`src/rtl/nwb_pkg.sv`:
```
package nwb_pkg;

    localparam int EXP_W = 3;

    localparam logic [1:0] REG_WIDTH  = 2'd0;
    localparam logic [1:0] REG_HEIGHT = 2'd1;
    localparam logic [1:0] REG_KIND   = 2'd2;
    localparam logic [1:0] REG_NONE   = 2'd3;

    localparam logic OP_PIXEL = 1'b0;
    localparam logic OP_FLUSH = 1'b1;

    localparam logic KIND_BOX = 1'b0;

    typedef enum logic [2:0] {
        ST_IDLE,
        ST_TAP,
        ST_DRAIN,
        ST_LOAD,
        ST_DIV,
        ST_DONE
    } t_state;

    typedef struct packed {
        logic acc;
        logic clr;
        logic load;
        logic step;
    } t_lane_ctl;

endpackage

```
`src/rtl/nwb_lane.sv`:
```
module nwb_lane #(
    parameter int NW    = 8,
    parameter int SUM_W = 16
) (
    input  logic                     i_clk,
    input  nwb_pkg::t_lane_ctl       i_ctl,
    input  logic [nwb_pkg::EXP_W-1:0] i_exp,
    input  logic [7:0]               i_px,
    input  logic [NW-1:0]            i_dvs,
    output logic [7:0]               o_quo
);

    logic [SUM_W-1:0] r_sum;
    logic [SUM_W-1:0] r_quo;
    logic [NW-1:0]    r_rem;
    logic [NW:0]      cand;
    logic             fits;

    always_comb begin
        cand = {r_rem, r_quo[SUM_W-1]};
        fits = cand >= {1'b0, i_dvs};
    end

    always_ff @(posedge i_clk) begin
        if (i_ctl.clr) begin
            r_sum <= '0;
        end else if (i_ctl.acc) begin
            r_sum <= r_sum + (SUM_W'(i_px) << i_exp);
        end
        if (i_ctl.load) begin
            r_quo <= r_sum;
            r_rem <= '0;
        end else if (i_ctl.step) begin
            // restoring step: one quotient bit per cycle
            r_quo <= {r_quo[SUM_W-2:0], fits};
            r_rem <= fits ? NW'(cand - {1'b0, i_dvs}) : NW'(cand);
        end
    end

    assign o_quo = r_quo[7:0];

endmodule

```
`config.mk`:
```
export PLATFORM = sky130hd
export DESIGN_NAME = nwb_lane
export DESIGN_NICKNAME = d
export VERILOG_FILES = /design/src/rtl/nwb_pkg.sv /design/src/rtl/nwb_lane.sv
export SDC_FILE = /design/constraint.sdc
export NUM_CORES = 1
export LEC_CHECK = 0
export BUFFER_PORTS_ARGS = -buffer_cell sky130_fd_sc_hd__buf_2
export CAP_MARGIN = 30
export CORE_UTILIZATION = 40
export DETAILED_ROUTE_END_ITERATION = 8
export PLACE_DENSITY = 0.59
export SLEW_MARGIN = 20
export SYNTH_ARGS = -nofsm -noshare
export SYNTH_HDL_FRONTEND = slang
export SYNTH_SLANG_ARGS = --single-unit
```
`constraint.sdc`:
```
create_clock -name i_clk -period 8.25 [get_ports i_clk]
set_clock_uncertainty 0.05 [all_clocks]
set_input_delay 1.65 -clock i_clk [delete_from_list [all_inputs] [get_ports i_clk]]
set_output_delay 1.65 -clock i_clk [all_outputs]
set_load 0.1 [all_outputs]
```
==> results.md <==
- Clock edge transition at the registers on the reported setup and hold paths: about 0.070 ns
- First-pass GRT wire length: 10,070 um
- Syn nets: ~380
- Total gr overflow: 0
- First DRT Iteration DRCs: 67
- #FFs+latches synth: 40
- CTS H-tree depth: 2
- Share of post-route cells with drive strength above 1: 0.2069
- Fin nets: roughly 400
- Vias: between 2k and 2.5k
- Antenna viol nets, final: 0
- Post-synth EDFFs: 16
- Die Wd: between 80 and 90 um
- Drt drc: 0
- Status: complete, no violations
- Final setup viols: 0
- Max VDD drop: around 77 uV
- Core region area: 0.007292 sq mm
- Area leader, netlist: dfxtp_1
- Worst setup SP type: input pin
- N_diodes: 0
- Starting Density: 0.4158
- # rows: 31
- RSZ-0062 raised after global routing: false
- Vias/cell: approximately 5.3
- Sink Count: 40
- Final core occ: 0.4547
- Pwr Total: 0.6490 mW
- Hold Crit Class: flip-flop to flip-flop
- Synth Cell Area: just over 0.003 sq mm
- Met1 Track Usage GR: 0.2106
- Syn. warnings: 0
- Met3 Track Usage GR: 0.01939
- R2R Setup Slk: 5.94 ns
- Slew Limit Headroom: 0.5902
- Met2 layer usage reported by global route: 0.2818
- GRT busiest layer: met2
- Post-Synthesis Cells: 330
- Share of the synthesized area in the top cell type: 0.1585
- Syn Area/Cell: around 9.2 sq um
- WL/cell: 13.54 um
- Synth area leaders: dfxtp_1 (16%), edfxtp_1 (16%), ha_1 (9.5%)
- P&R area growth vs syn: 9.369%
- Max-Cap Viols: 0
- I/O pin cnt: 32
- # resized after CTS: 0
- Post-CTS setup buffer count: 0
- Count of different cell masters after synthesis: 56
- Final Hold Vio Count: 0
- Slew Viols, Final: 0
- Critical path arrival: about 4.2 ns
- Initial antenna violation count: 0
- CTS Root Cell: clkbuf_8
- Worst-margin pin slew: between 0.6 and 0.7 ns
- Ys flop type: dfxtp_1
- Largest net degree at the start of global routing: 25
- Worst-skew pair later-pin latency: 0.29 ns
- Commonest non-fill, non-tap cell in the layout: buf_2
- Asr flop ratio synth: 0
- Port Buffers: 31
- Crit end category: flip-flop
- Overall Global Routing Usage: 0.1628
- LEAKAGE: about 1.4 nW
- Hold-fix buffers at CTS: 0
- Critical path fanouts, max: 9
- Die Ht: 89.06 um
- Setup TNS: 0 ns
- Detailed Routing Iterations Pass 1: 4
- GPL Wtd Cong: around 0.87
- Critical path type: input pin to flip-flop
- Vias in the first global route: ~2.2k
- Bufs on Longest Clock Path: 2
- Worst EP required: around 8.4 ns
- Die area: 0.007932 sq mm
- PwrDens: about 200 mW/mm^2
- Peak Freq: 248.5 MHz
- Sequential fraction of the synthesis area: 0.3170
- CTS tree: done
- CTS buffer count: 5
- Post-DP HPWL: 4862 um
- Final WL: 6054 um
- Final period utilization: 0.4879
- Tmin final: approximately 4 ns
- Most frequent cells in the layout: buf_2 (31), nand2_1 (30), nor2_1 (29), dfxtp_1 (24), ha_1 (23)
## kinds of logic after synthesis
group / after synthesis / share of synthesized area
xor+xnor: 16 / 0.04623
mux: 37 / 0.1321
fa+ha+maj: 25 / 0.1081
flops: 40 / 0.3170
compound gates: 85 / 0.1985
simple gates: 91 / 0.1391
buf+inv: 36 / 0.05902
## worst max-delay path: stages
cell,delay [ns]
buf_2,0.19
mux2_2,0.36
mux2i_1,0.23
o21ai_0,0.15
ha_1,0.39
nand2_1,0.12
o21ai_0,0.36
o21bai_2,0.23
a41oi_2,0.15
mux2_4,0.32
## where the power goes
part           total [mW]  switching, mW  internal (mW)
clock               0.170         0.0636          0.107
sequential          0.250         0.0166          0.234
combinational       0.228          0.142         0.0859
## metrics by stage
stage | worst slack (ns) | area (sq um) | cells | hold slack (ns)
final | 4.225 | 3316 | 447 | 0.4302
after global placement | 4.005 | 3192 | 440 | 0.4249
after floorplan | 4.154 | 3032 | 330 | 0.3893
after detailed placement | 3.966 | 3192 | 440 | 0.4274
after global routing | 4.049 | 3316 | 447 | 0.4600
after CTS | 4.274 | 3316 | 447 | 0.4375
## cell usage after synthesis (all sizes together), types with 2 or more instances
| cell type | instances |
|---|---|
| nand2b | 5 |
| a32oi | 2 |
| dfxtp | 24 |
| fa | 2 |
| xor2 | 2 |
| a211oi | 8 |
| o311ai | 4 |
| a21o | 5 |
| ha | 23 |
| nor3 | 3 |
| nor2b | 6 |
| nand4 | 3 |
| a21oi | 16 |
| or3 | 2 |
| nand2 | 30 |
| o21bai | 3 |
| nand3 | 5 |
| nor2 | 30 |
| clkbuf | 5 |
| and2 | 3 |
| edfxtp | 16 |
| o31ai | 4 |
| mux2 | 21 |
| xnor2 | 14 |
| inv | 16 |
| o22ai | 6 |
| mux2i | 16 |
| buf | 15 |
| o21a | 5 |
| o21ai | 23 |
## state kept, by name (all words and copies together), names as in the netlist
name	count
r_sum	16
r_quo	16
r_rem	8
## final cells by class
class,instances,area [sq um]
well taps,99,123.9
inverters,16,60.06
clock buffers,6,93.84
flip-flops and latches,40,960.9
multi-input cells,254,1892
clock inverters,1,30.03
fillers,724,3976
repair buffers,31,155.1
## per-layer routing
layer / vias to the layer above / wire (um)
met5: - / 0
met4: 0 / 100
met3: 7 / 132
met2: 37 / 2808
met1: 1074 / 3012
li1: 1236 / -
## worst paths after layout
| path | start | end | depth (start not counted) |
|---|---|---|---|
| hold reg to reg | r_sum[11] | r_sum[11] | 2 |
| hold / removal | r_sum[11] | r_sum[11] | 2 |
| setup reg to reg | r_sum[0] | r_sum[12] | 8 |
| setup / recovery | i_exp[0] | r_sum[15] | 10 |
(Power assumes the default switching activity.)
